File: config.mk
export PLATFORM = sky130hd
export DESIGN_NAME = pms_cfg
export DESIGN_NICKNAME = d
export VERILOG_FILES = /design/src/sv/pms_pkg.sv /design/src/sv/pms_cfg.sv
export SDC_FILE = /design/constraint.sdc
export NUM_CORES = 1
export LEC_CHECK = 0
export BUFFER_PORTS_ARGS = -buffer_cell sky130_fd_sc_hd__buf_4
export CAP_MARGIN = 5
export CORE_MARGIN = 3
export CORE_UTILIZATION = 35
export CTS_BUF_LIST = sky130_fd_sc_hd__clkbuf_8
export DETAILED_ROUTE_END_ITERATION = 16
export PLACE_DENSITY_LB_ADDON = 0.08
export SKIP_CTS_REPAIR_TIMING = 1
export SLEW_MARGIN = 40
export SYNTH_ARGS = -nofsm -noshare
export SYNTH_HDL_FRONTEND = slang
export SYNTH_SLANG_ARGS = --single-unit
File: constraint.sdc
create_clock -name clk -period 1 [get_ports clk]
set_input_delay 0.2 -clock clk [delete_from_list [all_inputs] [get_ports clk]]
set_output_delay 0.2 -clock clk [all_outputs]
set_load 0.005 [all_outputs]
File: src/sv/pms_pkg.sv
// shared types, widths, limits and register codes of the partition move scorer
`timescale 1ns / 1ps

package pms_pkg;

	localparam int CAMERAS_DEF     = 1024;
	localparam int CLUSTERS_DEF    = 16;
	localparam int DEGREE_BITS_DEF = 16;

	localparam int CAM_W      = 10;
	localparam int SRC_W      = 5;
	localparam int TGT_W      = 4;
	localparam int WEIGHT_W   = 11;
	localparam int WC_W       = 15;
	localparam int WD_W       = 31;
	localparam int IMB_W      = 53;
	localparam int CC_W       = 14;
	localparam int RES_W      = 24;
	localparam int LIMIT_W    = 16;
	localparam int APB_DATA_W = 32;
	localparam int APB_ADDR_W = 3;
	localparam int QUEUE_DEPTH = 2;

	localparam logic [WC_W-1:0]    CNT_MAX   = {WC_W{1'b1}};
	localparam logic [WD_W-1:0]    DIST_MAX  = {WD_W{1'b1}};
	localparam logic [IMB_W-1:0]   IMB_MAX   = {IMB_W{1'b1}};
	localparam logic [CC_W-1:0]    COPY_MAX  = {CC_W{1'b1}};
	localparam logic [RES_W-1:0]   RES_MAX   = {RES_W{1'b1}};
	localparam logic [LIMIT_W-1:0] LIMIT_RESET = 16'd2;

	typedef logic [APB_ADDR_W-3:0] reg_idx_t;
	localparam reg_idx_t REG_WEAK_LIMIT = 1'b0;

	// classified item as it travels from front to back
	typedef struct packed {
		logic                mode;
		logic [CAM_W-1:0]    cam;
		logic [TGT_W-1:0]    src;
		logic [TGT_W-1:0]    tgt;
		logic [WEIGHT_W-1:0] weight;
		logic                last;
		logic                src_ok;
		logic                move;
		logic                cam_ok;
	} pms_item_t;

	typedef struct packed {
		logic [WC_W-1:0]  wc;
		logic [WD_W-1:0]  wd;
		logic [IMB_W-1:0] imb;
		logic [CC_W-1:0]  cc;
	} obj_t;

endpackage

File: src/sv/pms_cfg.sv
// register port holding the weak degree limit
`timescale 1ns / 1ps

module pms_cfg import pms_pkg::*; (
	input  logic                  clk,
	input  logic                  arst_n,
	input  logic                  psel,
	input  logic                  penable,
	input  logic                  pwrite,
	input  logic [APB_ADDR_W-1:0] paddr,
	input  logic [APB_DATA_W-1:0] pwdata,
	output logic [APB_DATA_W-1:0] prdata,
	output logic                  pready,
	output logic [LIMIT_W-1:0]    weak_limit
);

	logic [LIMIT_W-1:0] limit_q;
	reg_idx_t           reg_idx;
	logic               wr_en;

	assign pready     = 1'b1;
	assign reg_idx    = paddr[APB_ADDR_W-1:2];
	assign wr_en      = psel && penable && pwrite && pready;
	assign weak_limit = limit_q;

	always_ff @(posedge clk or negedge arst_n) begin
		if (!arst_n) begin
			limit_q <= LIMIT_RESET;
		end else if (wr_en && reg_idx == REG_WEAK_LIMIT) begin
			limit_q <= pwdata[LIMIT_W-1:0];
		end
	end

	always_comb begin
		case (reg_idx)
			REG_WEAK_LIMIT: prdata = APB_DATA_W'(limit_q);
			default:        prdata = '0;
		endcase
	end

endmodule

==> run summary <==
Filler instances = 184
EDFF count, synth = 0
Worst-case clock skew = 0 ns
Final ANT Viol Nets = 0
Drc violations = 0
Dpl hpwl = 1.38 mm
Nets = 177
Syn_area_per_cell = 12.9 um^2
Root Driver = clkbuf_8
P_leak = 0.819 nW
CTS sink cnt = 16
Initial core utilization = 38.9%
Die Wd = 56.7 um
Unique masters post-synth = 11
Final worst-path setup slack = -0.208 ns
Worst setup EP type = output pin
Endpoints failing hold = 0
GR Overflow Total = 0
CTS Buf Count = 3
Pwr/cell area = 1660 mW/mm^2
First-pass GRT wire length = 2.83 mm
Worst-case clock buffer depth = 2
Post-Synthesis Cells = 70
Post-layout util = 64.2%
Synth Warn # = 0
Max VDD drop = 1.00 mV
Final GP Congestion = 0.652
H-tree depth = 1
Yosys reg bits = 16
DIE HEIGHT = 56.7 um
Top Ports = 89
Async SR Flop Fraction = 100%
Final setup fails = 23
Routed vias = 686
Starting DRC count in detailed routing = 2
Fmax = 0.828 GHz
Core Region = 0.00232 mm^2
Die ar. = 0.00322 mm^2
Area leader, netlist = dfrtp_1
Outcome = finished, violations left
Area contributors post-synth = dfrtp_1, mux2_4, buf_4, mux2_2, nor2b_1
Max Slew Vio Count = 0
Hold slack = 0.184 ns
Area Overhead vs Synth = 65.3%
Share of layout cells above drive strength 1 = 64.7%
CTS tree = done
Critical Path AT = 1.01 ns
Routed Wire Length = 1.95 mm
Dpl cell area = 0.00127 mm^2
Failing checks = negative setup slack
WL per Instance = 11.9 um
Drt pass-1 iters = 2
RSZ-0062 raised after global routing = true
Worst Path Max Fanout = 3
Most numerous cell in the Yosys netlist = buf_4
Synthesized area = 901 um^2
Fin crit share = 121%
Largest net degree at the start of global routing = 17
# rows = 17
Critical Path RT = 0.80 ns
Maxcap violations = 0
Reg clk slew, reported paths = 0.06 ns
Main flop type after synthesis = dfrtp_1
Routed vias/inst = 4.18
Commonest cells in the netlist = buf_4, dfrtp_1, mux2_4, nor2b_1
Global Route Usage Sum = 11.3%
Antenna Cells = 0
HP Class = input pin to flop
Min Tclk post-route = 1.21 ns
Post-layout instance area = 0.00149 mm^2
Post-synthesis sequential area ratio = 44.6%
Vias in the first global route = 623
Setup crit start kind = flop
PortBufs = 53
Worst skew pair latency = 0.24 ns
Max FFs per register = 16
Initial antenna violation count = 0
Synth top area share = 41.7%
Kind of critical path = flop to output pin
[per-stage QoR]
step | cells | worst slack [ns] | setup TNS, ns | power, mW
3_3_place_gp | 149 | -0.0810 | -1.15 | 1.66
2_1_floorplan | 85 | -0.00131 | -0.0117 | 1.25
6_report | 164 | -0.208 | -2.41 | 2.47
5_1_grt | 164 | -0.256 | -3.33 | 2.62
4_1_cts | 153 | -0.221 | -2.13 | 2.25
3_5_place_dp | 149 | -0.0867 | -1.22 | 1.67
[final timing paths]
| check | start | to | slack [ns] | depth (start not counted) |
|---|---|---|---|---|
| max | weak_limit[1] | prdata[1] | -0.21 | 2 |
| min | pwdata[9] | weak_limit[9] | 0.18 | 2 |
| max reg2reg | weak_limit[9] | weak_limit[9] | 0.10 | 2 |
| min reg2reg | weak_limit[11] | weak_limit[11] | 0.52 | 1 |
| max in group asynchronous | arst_n | weak_limit[1] | 0.40 | 2 |
| min in group asynchronous | arst_n | weak_limit[13] | 0.35 | 2 |
[layer usage]
metal / global-route usage [%] / part of all wire, %
met5: 0 / 0
met4: 4.97 / 0.62
met3: 3.22 / 11
met2: 19.3 / 50
met1: 12.9 / 38
[critical path: stages, from the launching register on]
cell and delay, ns:
dfstp_2 0.54, and2b_1 0.12, buf_4 0.10
[kinds of logic (layout without fill, tap and decap cells)]
group,Yosys count,in the layout,share of synthesized area [%]
muxes,16,16,24.2
other,2,17,0.834
and+or+nand+nor,17,17,14.6
DFF,16,16,44.6
buffers and inverters,19,70,15.8
[cell type report]
| type | instances | area (um^2) | share of cell area, % |
|---|---|---|---|
| clock buffer | 4 | 55.1 | 3.70 |
| multi-input combinational | 50 | 415 | 27.9 |
| sequential | 16 | 402 | 27.0 |
| tap | 28 | 35.0 | 2.35 |
| timing repair buffer | 66 | 582 | 39.1 |
[power by group]
group | leakage [nW] | switching [mW] | internal [mW]
clock network | 0.0288 | 0.209 | 0.349
registers | 0.191 | 0.117 | 0.798
logic | 0.600 | 0.265 | 0.735
[placed cells by master (no fill, tap or decap)]
cell type,count
dfstp_2,1
buf_4,45
mux2_4,10
clkbuf_8,4
mux2_2,6
buf_6,19
nand4b_4,1
and2b_1,6
nor2b_2,1
buf_12,1
dfrtp_1,15
dlygate4sd3_1,1
nor2b_1,9
conb_1,17
(Power assumes the default switching activity.)
