[src/sv/pms_pkg.sv]
// shared types, widths, limits and register codes of the partition move scorer
`timescale 1ns / 1ps

package pms_pkg;

	localparam int CAMERAS_DEF     = 1024;
	localparam int CLUSTERS_DEF    = 16;
	localparam int DEGREE_BITS_DEF = 16;

	localparam int CAM_W      = 10;
	localparam int SRC_W      = 5;
	localparam int TGT_W      = 4;
	localparam int WEIGHT_W   = 11;
	localparam int WC_W       = 15;
	localparam int WD_W       = 31;
	localparam int IMB_W      = 53;
	localparam int CC_W       = 14;
	localparam int RES_W      = 24;
	localparam int LIMIT_W    = 16;
	localparam int APB_DATA_W = 32;
	localparam int APB_ADDR_W = 3;
	localparam int QUEUE_DEPTH = 2;

	localparam logic [WC_W-1:0]    CNT_MAX   = {WC_W{1'b1}};
	localparam logic [WD_W-1:0]    DIST_MAX  = {WD_W{1'b1}};
	localparam logic [IMB_W-1:0]   IMB_MAX   = {IMB_W{1'b1}};
	localparam logic [CC_W-1:0]    COPY_MAX  = {CC_W{1'b1}};
	localparam logic [RES_W-1:0]   RES_MAX   = {RES_W{1'b1}};
	localparam logic [LIMIT_W-1:0] LIMIT_RESET = 16'd2;

	typedef logic [APB_ADDR_W-3:0] reg_idx_t;
	localparam reg_idx_t REG_WEAK_LIMIT = 1'b0;

	// classified item as it travels from front to back
	typedef struct packed {
		logic                mode;
		logic [CAM_W-1:0]    cam;
		logic [TGT_W-1:0]    src;
		logic [TGT_W-1:0]    tgt;
		logic [WEIGHT_W-1:0] weight;
		logic                last;
		logic                src_ok;
		logic                move;
		logic                cam_ok;
	} pms_item_t;

	typedef struct packed {
		logic [WC_W-1:0]  wc;
		logic [WD_W-1:0]  wd;
		logic [IMB_W-1:0] imb;
		logic [CC_W-1:0]  cc;
	} obj_t;

endpackage

[src/sv/pms_front.sv]
// input stage: accepts items, classifies the move and hands it to the queue
`timescale 1ns / 1ps

module pms_front import pms_pkg::*; #(
	parameter int CAMERAS  = CAMERAS_DEF,
	parameter int CLUSTERS = CLUSTERS_DEF
) (
	input  logic                clk,
	input  logic                arst_n,
	input  logic                item_valid,
	output logic                item_stall,
	input  logic                mode,
	input  logic [CAM_W-1:0]    camera,
	input  logic signed [SRC_W-1:0] src_cluster,
	input  logic [TGT_W-1:0]    dst_cluster,
	input  logic [WEIGHT_W-1:0] weight,
	input  logic                last,
	input  logic                hold,
	input  logic                q_full,
	output logic                q_push,
	output pms_item_t           q_data
);

	pms_item_t cls;
	pms_item_t item_s1;
	logic      v_s1;
	logic      accept;

	always_comb begin
		cls.mode   = mode;
		cls.cam    = camera;
		cls.src    = src_cluster[SRC_W-2:0];
		cls.tgt    = dst_cluster;
		cls.weight = weight;
		cls.last   = last;
		// a negative or too large source means unassigned
		cls.src_ok = !src_cluster[SRC_W-1] && (32'(src_cluster[SRC_W-2:0]) < CLUSTERS);
		cls.move   = (32'(dst_cluster) < CLUSTERS) &&
		             !(cls.src_ok && src_cluster[SRC_W-2:0] == dst_cluster);
		cls.cam_ok = 32'(camera) < CAMERAS;
	end

	assign item_stall = hold || (v_s1 && q_full);
	assign accept     = item_valid && !item_stall;
	assign q_push     = v_s1 && !q_full;
	assign q_data     = item_s1;

	always_ff @(posedge clk or negedge arst_n) begin
		if (!arst_n) begin
			v_s1 <= 1'b0;
		end else if (accept) begin
			v_s1 <= 1'b1;
		end else if (q_push) begin
			v_s1 <= 1'b0;
		end
	end

	always_ff @(posedge clk) begin
		if (accept) begin
			item_s1 <= cls;
		end
	end

endmodule

[config.mk]
export PLATFORM = sky130hd
export DESIGN_NAME = pms_front
export DESIGN_NICKNAME = d
export VERILOG_FILES = /design/src/sv/pms_pkg.sv /design/src/sv/pms_front.sv
export SDC_FILE = /design/constraint.sdc
export NUM_CORES = 1
export LEC_CHECK = 0
export BUFFER_PORTS_ARGS = -buffer_cell sky130_fd_sc_hd__clkbuf_2
export CAP_MARGIN = 10
export CORE_ASPECT_RATIO = 0.6
export CORE_MARGIN = 2
export CORE_UTILIZATION = 40
export CTS_CLUSTER_DIAMETER = 30
export DETAILED_ROUTE_END_ITERATION = 6
export PLACE_DENSITY_LB_ADDON = 0.08
export SLEW_MARGIN = 5
export SYNTH_ARGS = -nofsm -noshare
export SYNTH_HDL_FRONTEND = slang
export SYNTH_SLANG_ARGS = --single-unit
[constraint.sdc]
create_clock -name clk -period 3 [get_ports clk]
set_clock_uncertainty 0.15 [all_clocks]
set_input_delay 0.75 -clock clk [delete_from_list [all_inputs] [get_ports clk]]
set_output_delay 0.75 -clock clk [all_outputs]
set_load 0.03 [all_outputs]
==> results of run 1 <==
-- stage by stage --
step / cell area, µm² / instances
2_1_floorplan: 1126 / 52
3_3_place_gp: 1529 / 155
3_5_place_dp: 1529 / 155
4_1_cts: 1610 / 163
5_1_grt: 1610 / 163
6_report: 1610 / 163
-- worst max-delay path: stages --
cell and delay [ns]:
clkbuf_2 0.13, nand2_1 0.08, nand2b_1 0.07, clkbuf_2 0.19
-- registers in the layout (all words and copies together) (netlist names) --
| register | flops |
|---|---|
| q_data | 33 |
| v_s1 | 1 |
-- report_power, final --
part	switching [W]	leakage, nW	total (W)	internal, W
clock	0.000147	0.0426	0.000306	0.000159
combinational	0.0000714	0.356	0.000107	0.0000355
sequential	0.00000641	0.319	0.000552	0.000546
total	0.000225	0.717	0.000965	0.000740
-- worst max path at each step --
stage                       endpoint  slack [ns]
after floorplan           q_data[10]        0.62
after global placement    item_stall        0.89
after detailed placement  item_stall        0.88
after CTS                 item_stall        0.88
after global routing          q_push        0.85
final                     item_stall        0.88
-- placed cells by master, fill, tap and decap left out, drive strengths merged --
| cell type | n |
|---|---|
| or2b | 1 |
| nor2b | 1 |
| nand2b | 3 |
| clkbuf | 77 |
| inv | 4 |
| a21oi | 1 |
| a222oi | 1 |
| buf | 1 |
| nand3 | 1 |
| o2111a | 1 |
| nand2 | 2 |
| xnor2 | 1 |
| dfrtp | 1 |
| conb | 1 |
| edfxtp | 33 |
| clkinv | 2 |
-- layout make-up --
type	instances	area (µm²)	area share (%)
Clock buffer	6	72.57	4.507
Clock inverter	2	8.758	0.5439
Inverter	4	15.01	0.9324
Multi-Input combinational cell	13	95.09	5.905
Sequential cell	34	1016	63.09
Tap cell	32	40.04	2.486
Timing Repair Buffer	72	362.8	22.53
-- routing by layer --
layer,up-vias,global-route usage (%)
met2,33,22.57
met3,6,5.804
met4,0,7.778
li1,350,-
met5,-,0
met1,330,18.59
-- kinds of logic (layout without fill, tap and decap cells) --
kind of cell	after synthesis	count (layout)	synth area share, %
buffers and inverters	5	84	2.007
XOR/XNOR	1	1	0.7805
other	1	1	0.3341
flip-flops	34	34	90.52
AND/OR/NAND/NOR	8	8	4.014
AO/OA/AOI/OAI	3	3	2.341
==> metrics.txt, run 1 <==
DRC=0; Crit Path Category=in -> out; Buffers on Ports=71; distinct cell type count after synthesis=14; sequential share of the synthesized area=90.52%; P&R area growth vs syn=43.48%; Final setup violation count=0; final HPWL from detailed placement=1736 µm; Required @ worst endpoint=2.10 ns; Post-CTS Setup Bufs=0; crit path capture type=output pin; Yosys top cell area share=88.29%; FF-to-FF setup slack=1.56 ns; layout cells sized above 1=60.31%; # fillers=207; DP Worst Slack=0.8817 ns; GPL Wtd Cong=0.8127; Root Buffer Master=clkbuf_8; R2R cell count=2; Ports=73; Final Max Tran Viols=0; DIE AREA=3260 µm²; first-pass GRT wire length=3360 µm; setup tns final=0 ns; deepest clock path buffer count=2; Crit. Startpoint=q_full; Leakage=0.7172 nW; status=finished clean; Post-synth ARST share=2.941%; core area=2592 µm²; chip height=45.03 µm; Via Count=719; r2r endpoint=q_data[28]; FMAX=471.9 MHz; Skew-Pair Late Insertion Delay=0.27 ns; Layout Utilization=62.11%; Iter 0 DRT Violations=53; MaxCap Viol Count=0; final period utilization=70.64%; Top Metal Used=met4; DRT antenna net count=0; Post-Syn Nets=89; final wirelength=2245 µm; CP Launch Type=primary input; WL per Instance=13.77 µm; Synth Register Bits=34; RSZ-0062 raised after global routing=false; hold_ws=0.08648 ns; number of synthesized flops with an enable pin=33; GRT Total Usage=14.75%; Syn Area/Cell=21.58 µm²; Primary FF master, synth=edfxtp_1; VDD IR max=0.0003497 V; Post-Syn Area=1122 µm²; Fin. Hold Viols=0; fin nets=167; dominant cell type by area after synthesis=edfxtp_1; Tmin final=2.119 ns; setup ws final=0.8808 ns; WL met2=1046 µm; Critical Path AT=1.22 ns; top cells by area, synth=edfxtp_1 88%, dfrtp_1 2.2%, nand2b_1 1.7%; Gates resized, CTS repair=0; power per cell area=599.5 nW/µm²; yosys warns=0; largest net degree at the start of global routing=34; CTS tree=done; top cells by count, synth=33 x edfxtp_1, 4 x inv_1, 3 x nand2b_1; H-tree depth=2; metal3 WL=168 µm; CTS sink cnt=34; vias per std cell=4.411; RR Startpoint=v_s1; ant diodes=0; Chip Width=72.39 µm; # rows=14; Mapped Cells=52; GR Overflow Total=0; initial antenna violation count=0; First-pass DRT Iterations=4; met1 wire length=986 µm; total design power=0.0009654 W; CTS Hold Bufs=0; cts bufs inserted=5; Initial Util=43.29%; HP Class=in -> async; vias in the first global route=686; CP max FO=3; most frequent cell after synthesis=edfxtp_1; clock-pin slew on the worst setup and hold paths=0.06 ns
Note: power is estimated with default switching activity, not from simulation.
==> run 2, diff against run 1 <==
==> constraint.sdc (replaced) <==
create_clock -name clk -period 2.15 [get_ports clk]
set_clock_uncertainty 0.15 [all_clocks]
set_input_delay 0.5375 -clock clk [delete_from_list [all_inputs] [get_ports clk]]
set_output_delay 0.5375 -clock clk [all_outputs]
set_load 0.03 [all_outputs]
==> run 2 against run 1 <==
Compared with the run above: flip-flop and latch count is the same; register-to-register slack lost 0.67 ns; wire length grew 4.2%; first-iteration DRC count grew 9.4%; core utilization grew 0.87 points; combinational power grew 46%; sequential share of layout area shrank 0.87 points; clock power grew 40%; clock-buffer cell count is the same; final cell count grew 0.61%; global-route usage grew 0.66 points.
==> metrics.txt, run 2 (synthesized netlist as in run 1, its figures left out) <==
status=finished clean; RSZ-0062 raised after global routing=false; most frequent cells in the layout=71 x clkbuf_2, 33 x edfxtp_1, 5 x clkbuf_8; crit path capture type=output pin; Crit Path Category=reg -> out; Critical Path AT=1.05 ns (-0.17 ns); Initial Util=43.29% (unchanged); Final setup violation count=0 (unchanged); Via Count=735 (+2.2%); DP Worst Slack=0.4269 ns (-0.4548 ns); Hold Path Depth=1; Final Max Tran Viols=0 (unchanged); P&R area growth vs syn=45.49%; Iter 0 DRT Violations=58 (+9.4%); FF-to-FF setup slack=0.89 ns (-0.67 ns); GRT Total Usage=15.41% (+0.66 points); Root Buffer Master=clkbuf_8; Post-CTS Setup Bufs=0 (unchanged); CP max FO=3 (unchanged); final wirelength=2339 µm (+4.2%); Tmin final=1.738 ns; # rows=14 (unchanged); slowest stage delay, CP=0.41 ns (+0.22 ns); DRC=0 (unchanged); r2r endpoint=q_data[1]; commonest non-fill, non-tap cell in the layout=clkbuf_2; Buffers on Ports=71 (unchanged); GR Overflow Total=0 (unchanged); RR Startpoint=v_s1; worst path bufs/invs=1 (-1); power per cell area=828.6 nW/µm² (+38%); Fin. Hold Viols=0 (unchanged); largest net degree at the start of global routing=34 (unchanged); CTS sink cnt=34 (unchanged); Hold Crit Endpoint=q_data[3]; Worst path slowest cell=dfrtp_1; core area=2592 µm² (unchanged); First-pass DRT Iterations=6 (+2); clock-pin slew on the worst setup and hold paths=0.07 ns (about the same); CP Launch Type=flop; vias in the first global route=722 (+5.2%); WL per Instance=14.26 µm (+3.6%); final period utilization=80.83%; CTS tree=done; critical path depth in cells=2 (-2); FMAX=575.4 MHz; initial antenna violation count=0 (unchanged); fin nets=168 (+0.60%); DIE AREA=3260 µm² (unchanged); Skew-Pair Late Insertion Delay=0.27 ns (about the same); R2R cell count=2 (unchanged); setup tns final=0 ns (unchanged); max reg flops=33 (unchanged); setup ws final=0.4122 ns (-0.4686 ns); VDD IR max=0.0004910 V (+40%); CP cell instances=nor2b_1 > clkbuf_2; GPL Wtd Cong=0.6900 (-15%); ant diodes=0 (unchanged); Ports=73 (unchanged); chip height=45.03 µm (unchanged); HP Class=in -> reg; DRT antenna net count=0 (unchanged); deepest clock path buffer count=2 (unchanged); vias per std cell=4.482 (+1.6%); Crit path max-delay family=flip-flops; Gates resized, CTS repair=0 (unchanged); Required @ worst endpoint=1.46 ns (-0.64 ns); Leakage=0.7248 nW (+1.1%); layout cells sized above 1=59.85% (-0.46 points); first-pass GRT wire length=3436 µm (+2.3%); cts bufs inserted=5 (unchanged); H-tree depth=2 (unchanged); MaxCap Viol Count=0 (unchanged); Chip Width=72.39 µm (unchanged); hold_sp=last
-- run 2: changes by cell type in the layout (fill, tap and decap cells not counted), sizes merged --
cell and change:
dlygate4sd3 +1
-- run 2: worst max-delay path by stage --
| stage | from | end | slack (ns) |
|---|---|---|---|
| after floorplan | hold | q_data[10] | 0.30 |
| after global placement | q_full | item_stall | 0.47 |
| after detailed placement | q_full | item_stall | 0.43 |
| after CTS | v_s1 | item_stall | 0.40 |
| after global routing | v_s1 | item_stall | 0.36 |
| final | v_s1 | q_push | 0.41 |
-- run 2: per-layer routing --
layer	wire length, µm	track usage [%]
met1	988	19.22
met2	1108	24.22
met3	212	6.473
met4	29	6.667
met5	0	0
-- run 2: layout make-up --
cell class,count,area [µm²]
clock inverters,2,8.758
flip-flops and latches,34,1016
well taps,32,40.04
fillers,207,959.7
repair buffers,73,385.4
inverters,4,15.01
clock buffers,6,72.57
multi-input cells,13,95.09
-- run 2: repair_timing --
| item | in CTS | in global routing |
|---|---|---|
| hold endpoints to repair | 1 | 0 |
| setup endpoints to repair | 0 | 0 |
| hold buffers | 1 | 0 |
-- run 2: power by group --
part	internal (W)	switching, W
clock	0.000222	0.000205
combinational	0.0000536	0.000102
sequential	0.000761	0.00000840
total	0.00104	0.000316
-- run 2: stage by stage --
stage	total power [W]	cells	instance area, µm²	hold WS, ns	utilization, %
floorplan	0.0008688	52	1134	0.09191	-
global placement	0.0009353	155	1541	0.1688	59.46
detailed placement	0.0009401	155	1541	0.1687	59.46
CTS	0.001370	164	1633	0.2760	62.98
global route	0.001409	164	1633	0.2714	62.98
finish	0.001353	164	1633	0.2836	62.98
