$ cat src/sv/pms_pkg.sv
// shared types, widths, limits and register codes of the partition move scorer
`timescale 1ns / 1ps

package pms_pkg;

	localparam int CAMERAS_DEF     = 1024;
	localparam int CLUSTERS_DEF    = 16;
	localparam int DEGREE_BITS_DEF = 16;

	localparam int CAM_W      = 10;
	localparam int SRC_W      = 5;
	localparam int TGT_W      = 4;
	localparam int WEIGHT_W   = 11;
	localparam int WC_W       = 15;
	localparam int WD_W       = 31;
	localparam int IMB_W      = 53;
	localparam int CC_W       = 14;
	localparam int RES_W      = 24;
	localparam int LIMIT_W    = 16;
	localparam int APB_DATA_W = 32;
	localparam int APB_ADDR_W = 3;
	localparam int QUEUE_DEPTH = 2;

	localparam logic [WC_W-1:0]    CNT_MAX   = {WC_W{1'b1}};
	localparam logic [WD_W-1:0]    DIST_MAX  = {WD_W{1'b1}};
	localparam logic [IMB_W-1:0]   IMB_MAX   = {IMB_W{1'b1}};
	localparam logic [CC_W-1:0]    COPY_MAX  = {CC_W{1'b1}};
	localparam logic [RES_W-1:0]   RES_MAX   = {RES_W{1'b1}};
	localparam logic [LIMIT_W-1:0] LIMIT_RESET = 16'd2;

	typedef logic [APB_ADDR_W-3:0] reg_idx_t;
	localparam reg_idx_t REG_WEAK_LIMIT = 1'b0;

	// classified item as it travels from front to back
	typedef struct packed {
		logic                mode;
		logic [CAM_W-1:0]    cam;
		logic [TGT_W-1:0]    src;
		logic [TGT_W-1:0]    tgt;
		logic [WEIGHT_W-1:0] weight;
		logic                last;
		logic                src_ok;
		logic                move;
		logic                cam_ok;
	} pms_item_t;

	typedef struct packed {
		logic [WC_W-1:0]  wc;
		logic [WD_W-1:0]  wd;
		logic [IMB_W-1:0] imb;
		logic [CC_W-1:0]  cc;
	} obj_t;

endpackage

$ cat src/sv/pms_fifo.sv
// short queue of classified items between front and back
`timescale 1ns / 1ps

module pms_fifo import pms_pkg::*; (
	input  logic      clk,
	input  logic      arst_n,
	input  logic      push,
	input  pms_item_t wdata,
	input  logic      pop,
	output pms_item_t rdata,
	output logic      full,
	output logic      empty
);

	localparam int PW = (QUEUE_DEPTH > 1) ? $clog2(QUEUE_DEPTH) : 1;
	localparam int NW = $clog2(QUEUE_DEPTH + 1);

	pms_item_t       mem_q [QUEUE_DEPTH];
	logic [PW-1:0]   wr_ptr_q;
	logic [PW-1:0]   rd_ptr_q;
	logic [NW-1:0]   count_q;
	logic            do_push;
	logic            do_pop;

	assign full    = count_q == NW'(QUEUE_DEPTH);
	assign empty   = count_q == '0;
	assign do_push = push && !full;
	assign do_pop  = pop && !empty;
	assign rdata   = mem_q[rd_ptr_q];

	always_ff @(posedge clk or negedge arst_n) begin
		if (!arst_n) begin
			wr_ptr_q <= '0;
			rd_ptr_q <= '0;
			count_q  <= '0;
		end else begin
			if (do_push) begin
				wr_ptr_q <= (wr_ptr_q == PW'(QUEUE_DEPTH - 1)) ? '0 : wr_ptr_q + 1'b1;
			end
			if (do_pop) begin
				rd_ptr_q <= (rd_ptr_q == PW'(QUEUE_DEPTH - 1)) ? '0 : rd_ptr_q + 1'b1;
			end
			if (do_push && !do_pop) begin
				count_q <= count_q + 1'b1;
			end else if (do_pop && !do_push) begin
				count_q <= count_q - 1'b1;
			end
		end
	end

	always_ff @(posedge clk) begin
		if (do_push) begin
			mem_q[wr_ptr_q] <= wdata;
		end
	end

endmodule

$ cat config.mk
export PLATFORM = sky130hd
export DESIGN_NAME = pms_fifo
export DESIGN_NICKNAME = d
export VERILOG_FILES = /design/src/sv/pms_pkg.sv /design/src/sv/pms_fifo.sv
export SDC_FILE = /design/constraint.sdc
export NUM_CORES = 1
export LEC_CHECK = 0
export BUFFER_PORTS_ARGS = -buffer_cell sky130_fd_sc_hd__buf_2
export CAP_MARGIN = 10
export CORE_MARGIN = 2
export CORE_UTILIZATION = 40
export CTS_BUF_LIST = sky130_fd_sc_hd__clkbuf_16
export DETAILED_ROUTE_END_ITERATION = 8
export HOLD_SLACK_MARGIN = 0.02
export SYNTH_ARGS = -nofsm -noshare
export SYNTH_HDL_FRONTEND = slang
export SYNTH_SLANG_ARGS = --single-unit
$ cat constraint.sdc
create_clock -name clk -period 3.5 [get_ports clk]
set_input_delay 0.525 -clock clk [delete_from_list [all_inputs] [get_ports clk]]
set_output_delay 0.525 -clock clk [all_outputs]
set_load 0.05 [all_outputs]
==> results.md, run 1 <==
* FF+latch count, synth at 72
* Netlist Area Pre-Place at 0.00280 mm^2
* Async S/R FF share, synth at 5.56%
* Routed wire length at 4950 um
* Dominant cell type by area after synthesis: edfxtp_1
* Multi-input logic area at 589 um^2
* RSZ-0062 raised after global routing: false
* PortBufs at 73
* Post-synthesis simple-gate area fraction at 0.983%
* Crit path arrival time at 1.97 ns
* Status: complete, no violations
* Post-route DRC at 0
* Pwr/cell area at 1030 mW/mm^2
* I/O pin count at 74
* First-pass GRT wire length at 7560 um
* Crit path max fanout at 20
* Avg Vias per Cell at 4.49
* Fillers at 553
* Worst Hold Class: in -> reg
* Initial Utilization at 41.2%
* Ratio of cells with drive above 1 in the final layout at 57.5%
* Hold WS at 0.393 ns
* Antenna Nets Post-Route at 0
* Max Cap Violations at 0
* Largest cells by area after synthesis: edfxtp_1 73%, mux2_4 16%, dfrtp_1 3.6%
* First drt pass iteration count at 4
* Clock root cell: clkbuf_16
* Mapped Nets at 164
* Number of flops mapped to enable cells by yosys at 68
* GR Util All Layers at 13.8%
* Placed insts at 291
* Clock sinks at 72
* Count leader, synth: edfxtp_1
* DRT iter0 DRCs at 97
* Post-DP HPWL at 3360 um
* Largest net degree at the start of global routing at 35
* FF/Latch Area at 0.00214 mm^2
* Commonest cells post-synth: 68 x edfxtp_1, 29 x mux2_4, 5 x mux2_2
* Rel. slew slack at 33.9%
* Clk pin slew, worst setup/hold paths at 0.05 ns
* WL/cell at 16.1 um
* Post-synth top area share at 72.9%
* Syn_area_per_cell at 22.4 um^2
* Hold path startpoint: wdata[32]
* Vias in the first global route at 1464
* Worst VDD drop at 0.000815 V
* Via count at 1383
* Fin. Hold Viols at 0
* Post-synth top flop: edfxtp_1
* Final setup fails at 0
* Post-synthesis compound-gate area fraction at 0.179%
* Area share of fa/ha/maj cells after synthesis at 0.447%
* Worst-margin pin slew at 0.990 ns
* Netlist cell types at 15
* Final Skew at 0.00310 ns
* CP Capture Type: output port
* Combinational family with the most area after synthesis: multiplexers
* Number of H-tree levels at 3
* Xor/xnor share of the synthesized area at 1.56%
* Clk_lat worst skew at 0.32 ns
* Total CTS buffers at 9
* Req. time, crit path at 2.97 ns
* Synth warn at 0
* CTS tree: yes
* Final worst path period need at 2.49 ns
* Core ar. at 0.00679 mm^2
* Seq/Total Area, Yosys at 76.5%
* Mapped Cells at 125
* Non-Filler Instances at 308
* Setup crit start kind: register
* Final Max Slew Viols at 0
* Grt total ovfl at 0
* Die X at 87.7 um
* Antenna Cells at 0
* Area delta synth->final at 25.7%
* Final setup TNS at 0 ns
* Post CTS Setup Buffer Count at 0
* Tcrit/Tclk final at 71.3%
* Post-synthesis mux area share at 17.6%
* Leakage dissipation at 0.00143 uW
* CP Launch Point: rd_ptr_q
* Total Die Area at 0.00769 mm^2
* FMAX at 401 MHz
* Initial antenna violation count at 0
* Placer congestion estimate at 0.688
* CP Class: reg -> out
* Nets at 246
* Std cell rows at 30
* Clock Tree Buf Depth at 2
* RR Startpoint: count_q[0]
* Die height at 87.7 um
[where the power goes]
part	internal [uW]	switching (uW)	leakage (uW)	total [uW]
clock	537	315	0.000141	852
sequential	1190	112	0.000677	1300
combinational	469	1000	0.000612	1470
total	2190	1430	0.00143	3620
[timing repair]
action / CTS / global route
hold endpoints to repair: 4 / 0
hold buffers: 1 / 0
resized for setup: 0 / 0
setup endpoints to repair: 0 / 0
[sequential cells by signal (all words and copies together), names as in the netlist]
signal and count:
mem_q 68, count_q 2, rd_ptr_q 1, wr_ptr_q 1
[critical path: stages (launching register included)]
cell and delay [ns]:
dfrtp_2 0.65, buf_4 0.43, mux2_4 0.34, buf_2 0.21
[path summary, 6_finish.rpt]
kind	end	slack (ns)	cells past startpoint
worst max register to register	mem_q[0][21]	1.54	3
worst max-delay path	rdata[5]	1.01	3
worst min register to register	count_q[1]	0.54	1
min in group asynchronous	count_q[0]	0.55	2
worst min-delay path	mem_q[0][32]	0.39	1
max in group asynchronous	rd_ptr_q	2.81	2
[cells in the final DEF, fill, tap and decap left out, drive strengths merged]
| cell | Yosys | layout |
|---|---|---|
| and3 | 1 | 1 |
| buf | 4 | 74 |
| bufinv | 0 | 1 |
| clkbuf | 0 | 9 |
| clkinv | 0 | 5 |
| dfrtp | 4 | 4 |
| dlygate4sd3 | 0 | 1 |
| edfxtp | 68 | 68 |
| ha | 1 | 1 |
| inv | 2 | 3 |
| mux2 | 34 | 34 |
| nand2 | 1 | 1 |
| nand2b | 1 | 1 |
| nor2 | 3 | 3 |
| o21ai | 1 | 1 |
| xnor2 | 3 | 3 |
| xor2 | 2 | 2 |
[logic make-up after synthesis]
group / after synthesis
AO/OA/AOI/OAI: 1
buffers and inverters: 6
flip-flops: 72
XOR/XNOR: 5
multiplexers: 34
AND/OR/NAND/NOR: 6
adder cells (fa/ha/maj): 1
[metal layers]
layer / GRT usage [%] / vias to the layer above / part of all wire [%]
met4: 7.55 / 0 / 2.0
met5: 0 / - / 0
li1: - / 648 / -
met1: 16.1 / 690 / 39
met2: 22.5 / 36 / 54
met3: 4.43 / 9 / 5.0
[per-stage QoR]
stage / cell area (um^2) / worst slack (ns) / util, % / total power (uW)
after global routing: 3520 / 0.924 / 51.8 / 3780
after global placement: 3230 / 1.35 / 47.6 / 2770
final: 3520 / 1.01 / 51.8 / 3620
after CTS: 3520 / 0.981 / 51.8 / 3670
after detailed placement: 3230 / 1.33 / 47.6 / 2810
after floorplan: 2800 / 0.989 / - / 2580
[layout make-up]
cell class,instances,area share [%]
clock inverters,7,1.53
well taps,96,3.41
flip-flops and latches,72,60.9
repair buffers,75,10.9
multi-input cells,47,16.7
clock buffers,9,6.39
inverters,2,0.213
Note: power is estimated with default switching activity, not from simulation.
==> run 2, diff against run 1 <==
- ABC_AREA: default -> 1
- clock period: 3.5 -> 2.4 ns (I/O delays scaled with it)
==> run 2 against run 1 <==
Clock skew grew 0.0037 ns. Largest cell class unchanged. Cell area shrank 0.71%. Sequential cell count is the same. Sequential power grew 39%. Synthesized cell count grew 67%. Setup slack lost 0.47 ns. Worst hold slack lost 0.17 ns. Critical path depth grew 1. Via count grew 21%. Routed wire length shrank 1.9%. First-iteration DRC count grew 6.2%. Die area shrank 3.1%.
==> results.md, run 2 <==
* Final WS setup at 0.540 ns
* Largest Register: mem_q
* Post-synth top flop: edfxtp_1
* GR Util All Layers at 14.0%
* Clock Tree Buf Depth at 2
* WP depth at 4
* Antenna Cells at 0
* Grt total ovfl at 0
* Placed insts at 360
* Worst-margin pin slew at 0.597 ns
* Max Cap Violations at 0
* Worst-path cell chain: inv_4 -> nand2_1 -> nand2_1 -> buf_2
* Crit path max fanout at 35
* Initial Utilization at 40.6%
* Largest regs: mem_q: 68 flops, count_q: 2 flops
* First-pass GRT wire length at 7610 um
* Post-DP HPWL at 3210 um
* Worst VDD drop at 0.000701 V
* Crit path arrival time at 1.50 ns
* Avg Vias per Cell at 4.45
* Mapped Cells at 209
* Hold path cells at 1
* Placer congestion estimate at 0.678
* Dominant cell type by area after synthesis: edfxtp_1
* Worst Hold Class: in -> reg
* Post-synth top area share at 75.3%
* Syn_area_per_cell at 13.0 um^2
* Final setup TNS at 0 ns
* WL/cell at 12.9 um
* Clk pin slew, worst setup/hold paths at 0.06 ns
* Final worst path period need at 1.86 ns
* Commonest cells post-synth: 111 x nand2_1, 68 x edfxtp_1, 6 x inv_1
* Hold WS at 0.221 ns
* Number of H-tree levels at 3
* Post CTS Setup Buffer Count at 0
* Vias in the first global route at 1546
* I/O pin count at 74
* Ratio of cells with drive above 1 in the final layout at 33.3%
* Die height at 86.3 um
* Via count at 1677
* Routed wire length at 4860 um
* Most common cell after layout, fill and taps aside: nand2_1
* Initial antenna violation count at 0
* Number of flops mapped to enable cells by yosys at 68
* Pwr/cell area at 1550 mW/mm^2
* Req. time, crit path at 2.04 ns
* Status: complete, no violations
* Async S/R FF share, synth at 5.56%
* Non-Filler Instances at 377
* Clock sinks at 72
* First drt pass iteration count at 4
* Clk_lat worst skew at 0.32 ns
* Nets at 331
* Dpl ws at 0.659 ns
* Die X at 86.3 um
* CP top delay family: buffers and inverters
* Std cell rows at 30
* Netlist cell types at 17
* Core ar. at 0.00668 mm^2
* Worst Reg-to-Reg Cells at 3
* Max reg flops at 68
* Final Skew at 0.00677 ns
* Rel. slew slack at 60.1%
* Most common cell on crit path: nand2_1
* Leakage dissipation at 0.00154 uW
* FMAX at 538 MHz
* Netlist Area Pre-Place at 0.00271 mm^2
* Total CTS buffers at 9
* FF+latch count, synth at 72
* CP Capture Type: output port
* PortBufs at 73
* Synth warn at 0
* Tcrit/Tclk final at 77.5%
* CTS tree: yes
* RSZ-0062 raised after global routing: false
* Clock root cell: clkbuf_16
* WP buf/inv at 2
* Post-cts resize count at 0
* Largest net degree at the start of global routing at 36
* Post-route DRC at 0
* Seq/Total Area, Yosys at 79.0%
* CP Class: reg -> out
* Count leader, synth: nand2_1
* Largest cells by area after synthesis: edfxtp_1 75%, nand2_1 15%, dfrtp_1 3.7%
* Cts hold-fix bufs at 1
* Final setup fails at 0
* Fin. Hold Viols at 0
* Setup crit start kind: register
* Final core occ at 52.3%
* Mapped Nets at 248
* CP max-delay cell: dfrtp_1
* Total Die Area at 0.00745 mm^2
* DRT iter0 DRCs at 103
* Most frequent cells in the layout: 111 x nand2_1, 73 x buf_2, 68 x edfxtp_1, 9 x clkbuf_16, 6 x inv_1
* Area delta synth->final at 29.0%
* Final Max Slew Viols at 0
* Antenna Nets Post-Route at 0
* Crit path largest cell delay at 0.41 ns
-- run 2: cell count changes after synthesis, moves of 3 or more --
cell / delta
buf_12: -3
buf_2: +3
mux2_2: -5
nand2_1: +110
inv_1: +4
mux2_4: -29
buf_4: +4
-- run 2: area by class of cell --
cell class	instances	area (um^2)
fill	591	3180
sequential	72	2140
multi-input combinational	122	499
timing repair buffer	79	425
clock buffer	9	225
tap	80	100
clock inverter	7	72.6
inverter	8	32.5
-- run 2: power breakdown --
part,total (uW),internal [uW],switching [uW]
combinational,2320,482,1840
sequential,1810,1720,91.0
clock,1290,802,485
total,5420,3000,2420
-- run 2: per-stage QoR --
step	power, uW	cell area (um^2)
after global routing	5700	3500
after global placement	4160	3190
after floorplan	3630	2710
after CTS	5480	3500
final	5420	3500
after detailed placement	4180	3190
-- run 2: cells by family (layout without fill, tap and decap cells) --
group	count (synthesis)	count (layout)	synth area share, %
xor+xnor	1	1	0.323
compound gates	2	2	0.369
simple gates	118	118	17.0
flops	72	72	79.0
fa+ha+maj	1	1	0.461
buf+inv	15	103	2.86
-- run 2: path summary, 6_finish.rpt --
kind	from	end	slack, ns
worst max-delay path	rd_ptr_q	rdata[33]	0.54
worst min-delay path	wdata[30]	mem_q[1][30]	0.22
worst max register to register	count_q[0]	mem_q[1][21]	0.68
worst min register to register	wr_ptr_q	wr_ptr_q	0.49
max in group asynchronous	arst_n	wr_ptr_q	1.90
min in group asynchronous	arst_n	rd_ptr_q	0.37
-- run 2: worst register-to-register path, delay by kind of cell (launching register included) --
family | cells | cell delay (ns)
DFF | 1 | 0.47
and+or+nand+nor | 1 | 0.50
AOI/OAI and AO/OA | 1 | 0.18
buffers and inverters | 1 | 0.29
-- run 2: per-layer routing --
metal  GRT usage, %  vias up  share of wire [%]
met1           18.6      757                 46
met4           7.24        0                1.7
met3           4.48        8                6.6
met5              0        -                  0
met2           20.8       52                 45
li1               -      860                  -
==> run 3, diff against run 2 <==
- PLACE_DENSITY: default -> 0.66
- clock period: 2.4 -> 1.6 ns (I/O delays scaled with it)
==> run 3 against run 2 <==
Cell area grew 5.3%. Sequential cell count unchanged. First-iteration DRC count shrank 13%. Clock power rose by 59%. Utilization is 2.8 points higher. Count of clock-buffer cells in the layout did not move. Combinational power is 69% higher. Critical path depth did not move. Power up 61%. Register-to-register slack got worse by 0.43 ns. Critical path type unchanged.
==> results.md, run 3 (same netlist as run 2, synthesis figures left out) <==
* Status: complete, no violations
* Worst VDD drop at 0.00104 V
* Final Skew at 0.00473 ns
* Total Die Area at 0.00745 mm^2
* Worst-path cell chain: clkinv_8 -> nand2_1 -> nand2_1 -> buf_4
* CP Class: reg -> out
* Fin. Hold Viols at 0
* Post-route DRC at 0
* Antenna Nets Post-Route at 0
* CP Capture Type: output port
* Max Cap Violations at 0
* Largest regs: mem_q: 68 flops, count_q: 2 flops
* Vias in the first global route at 1670
* Die X at 86.3 um
* GR Util All Layers at 14.1%
* First drt pass iteration count at 4
* Most common cell after layout, fill and taps aside: nand2_1
* Total CTS buffers at 9
* Grt total ovfl at 0
* Clk_lat worst skew at 0.33 ns
* Crit path max fanout at 35
* Final setup fails at 0
* Clk pin slew, worst setup/hold paths at 0.06 ns
* Rel. slew slack at 79.7%
* Ratio of cells with drive above 1 in the final layout at 34.6%
* First-pass GRT wire length at 7710 um
* Crit path largest cell delay at 0.47 ns
* Clock sinks at 72
* Post CTS Setup Buffer Count at 0
* Req. time, crit path at 1.36 ns
* Antenna Cells at 0
* Crit path arrival time at 1.33 ns
* Routed wire length at 4920 um
* Max reg flops at 68
* Leakage dissipation at 0.00159 uW
* RSZ-0062 raised after global routing: true
* Final Max Slew Viols at 0
* FMAX at 635 MHz
* Worst Hold Class: in -> reg
* Area delta synth->final at 35.9%
* Most common cell on crit path: nand2_1
* Psw at 3670 uW
* Fraction of power spent switching nets at 42.1%
* Clock power frac at 23.5%
* Final Cell Area at 0.00368 mm^2
* PortBufs at 73
* I/O pin count at 74
* Most frequent cells in the layout: 110 x nand2_1, 68 x edfxtp_1, 39 x buf_2, 31 x buf_4, 9 x clkbuf_16
* CP max-delay cell: dfrtp_2
* Post-DP HPWL at 3180 um
* WL/cell at 13.0 um
* Core ar. at 0.00668 mm^2
* Largest net degree at the start of global routing at 36
* Pwr/cell area at 2370 mW/mm^2
* DP Area at 0.00323 mm^2
* CTS tree: yes
* Pint at 5050 uW
* Number of H-tree levels at 3
* Final setup TNS at 0 ns
* Initial antenna violation count at 0
* Reg power frac at 31.5%
* Std cell rows at 30
* Worst-margin pin slew at 0.302 ns
* Clock root cell: clkbuf_16
* Clock Tree Buf Depth at 2
* Tcrit/Tclk final at 98.4%
* Placer congestion estimate at 0.636
* WP buf/inv at 2
* Via count at 1708
* Largest Register: mem_q
* Initial Utilization at 40.6%
* Die height at 86.3 um
* Avg Vias per Cell at 4.52
* CP top delay family: flip-flops
* Comb pwr share at 45.0%
* Setup crit start kind: register
* DRT iter0 DRCs at 90
* Nets at 332
* Final worst path period need at 1.57 ns
==> run 3: cell types whose count changed in the layout (fill, tap and decap cells not counted), moves of 2 or more <==
cell | before | now
buf_12 | 1 | 4
clkinv_4 | 2 | 0
buf_2 | 73 | 39
buf_4 | 4 | 31
buf_6 | 0 | 5
dfrtp_1 | 4 | 2
dfrtp_2 | 0 | 2
==> run 3: routing by layer <==
metal,GRT usage [%],share of wire (%)
met1,14.1,40
met2,25.9,52
met3,4.10,5.8
met4,8.10,2.0
met5,0,0
==> run 3: metrics by stage <==
step / worst slack [ns] / hold slack, ns / util, % / power [uW] / cells
after detailed placement: 0.197 / 0.0596 / 48.4 / 6360 / 361
after global placement: 0.222 / 0.0554 / 48.4 / 6320 / 361
after CTS: -0.00489 / 0.0915 / 54.6 / 8740 / 378
final: 0.0251 / 0.100 / 55.1 / 8720 / 378
after global routing: -0.0460 / 0.0904 / 55.1 / 9160 / 378
after floorplan: -0.155 / -0.0556 / - / 5480 / 209
==> run 3: final timing paths <==
path / from / to / slack, ns / cells past startpoint
min reg2reg: wr_ptr_q / wr_ptr_q / 0.48 / 2
min in group asynchronous: arst_n / count_q[0] / 0.25 / 2
max: rd_ptr_q / rdata[4] / 0.03 / 4
min: wdata[21] / mem_q[0][21] / 0.10 / 1
max reg2reg: count_q[1] / count_q[1] / 0.25 / 8
max in group asynchronous: arst_n / rd_ptr_q / 1.21 / 2
==> run 3: power groups by stage <==
stage                     clock (uW)  combinational [uW]  sequential, uW
after floorplan                    0                2750            2720
after global placement             0                3570            2750
after detailed placement           0                3600            2760
after CTS                       2100                3900            2740
after global routing            2180                4190            2790
final                           2050                3930            2750
==> run 3: area by class of cell <==
| cell class | instances | area (um^2) |
|---|---|---|
| fillers | 562 | 3000 |
| flip-flops and latches | 72 | 2140 |
| well taps | 80 | 100 |
| clock inverters | 7 | 86.3 |
| multi-input cells | 122 | 507 |
| inverters | 8 | 46.3 |
| repair buffers | 80 | 574 |
| clock buffers | 9 | 225 |
==> run 3: what timing repair did <==
action	in CTS	in global routing
hold buffers	1	0
endpoints found under the hold margin	4	0
resized for setup	38	8
setup endpoints to repair	34	29
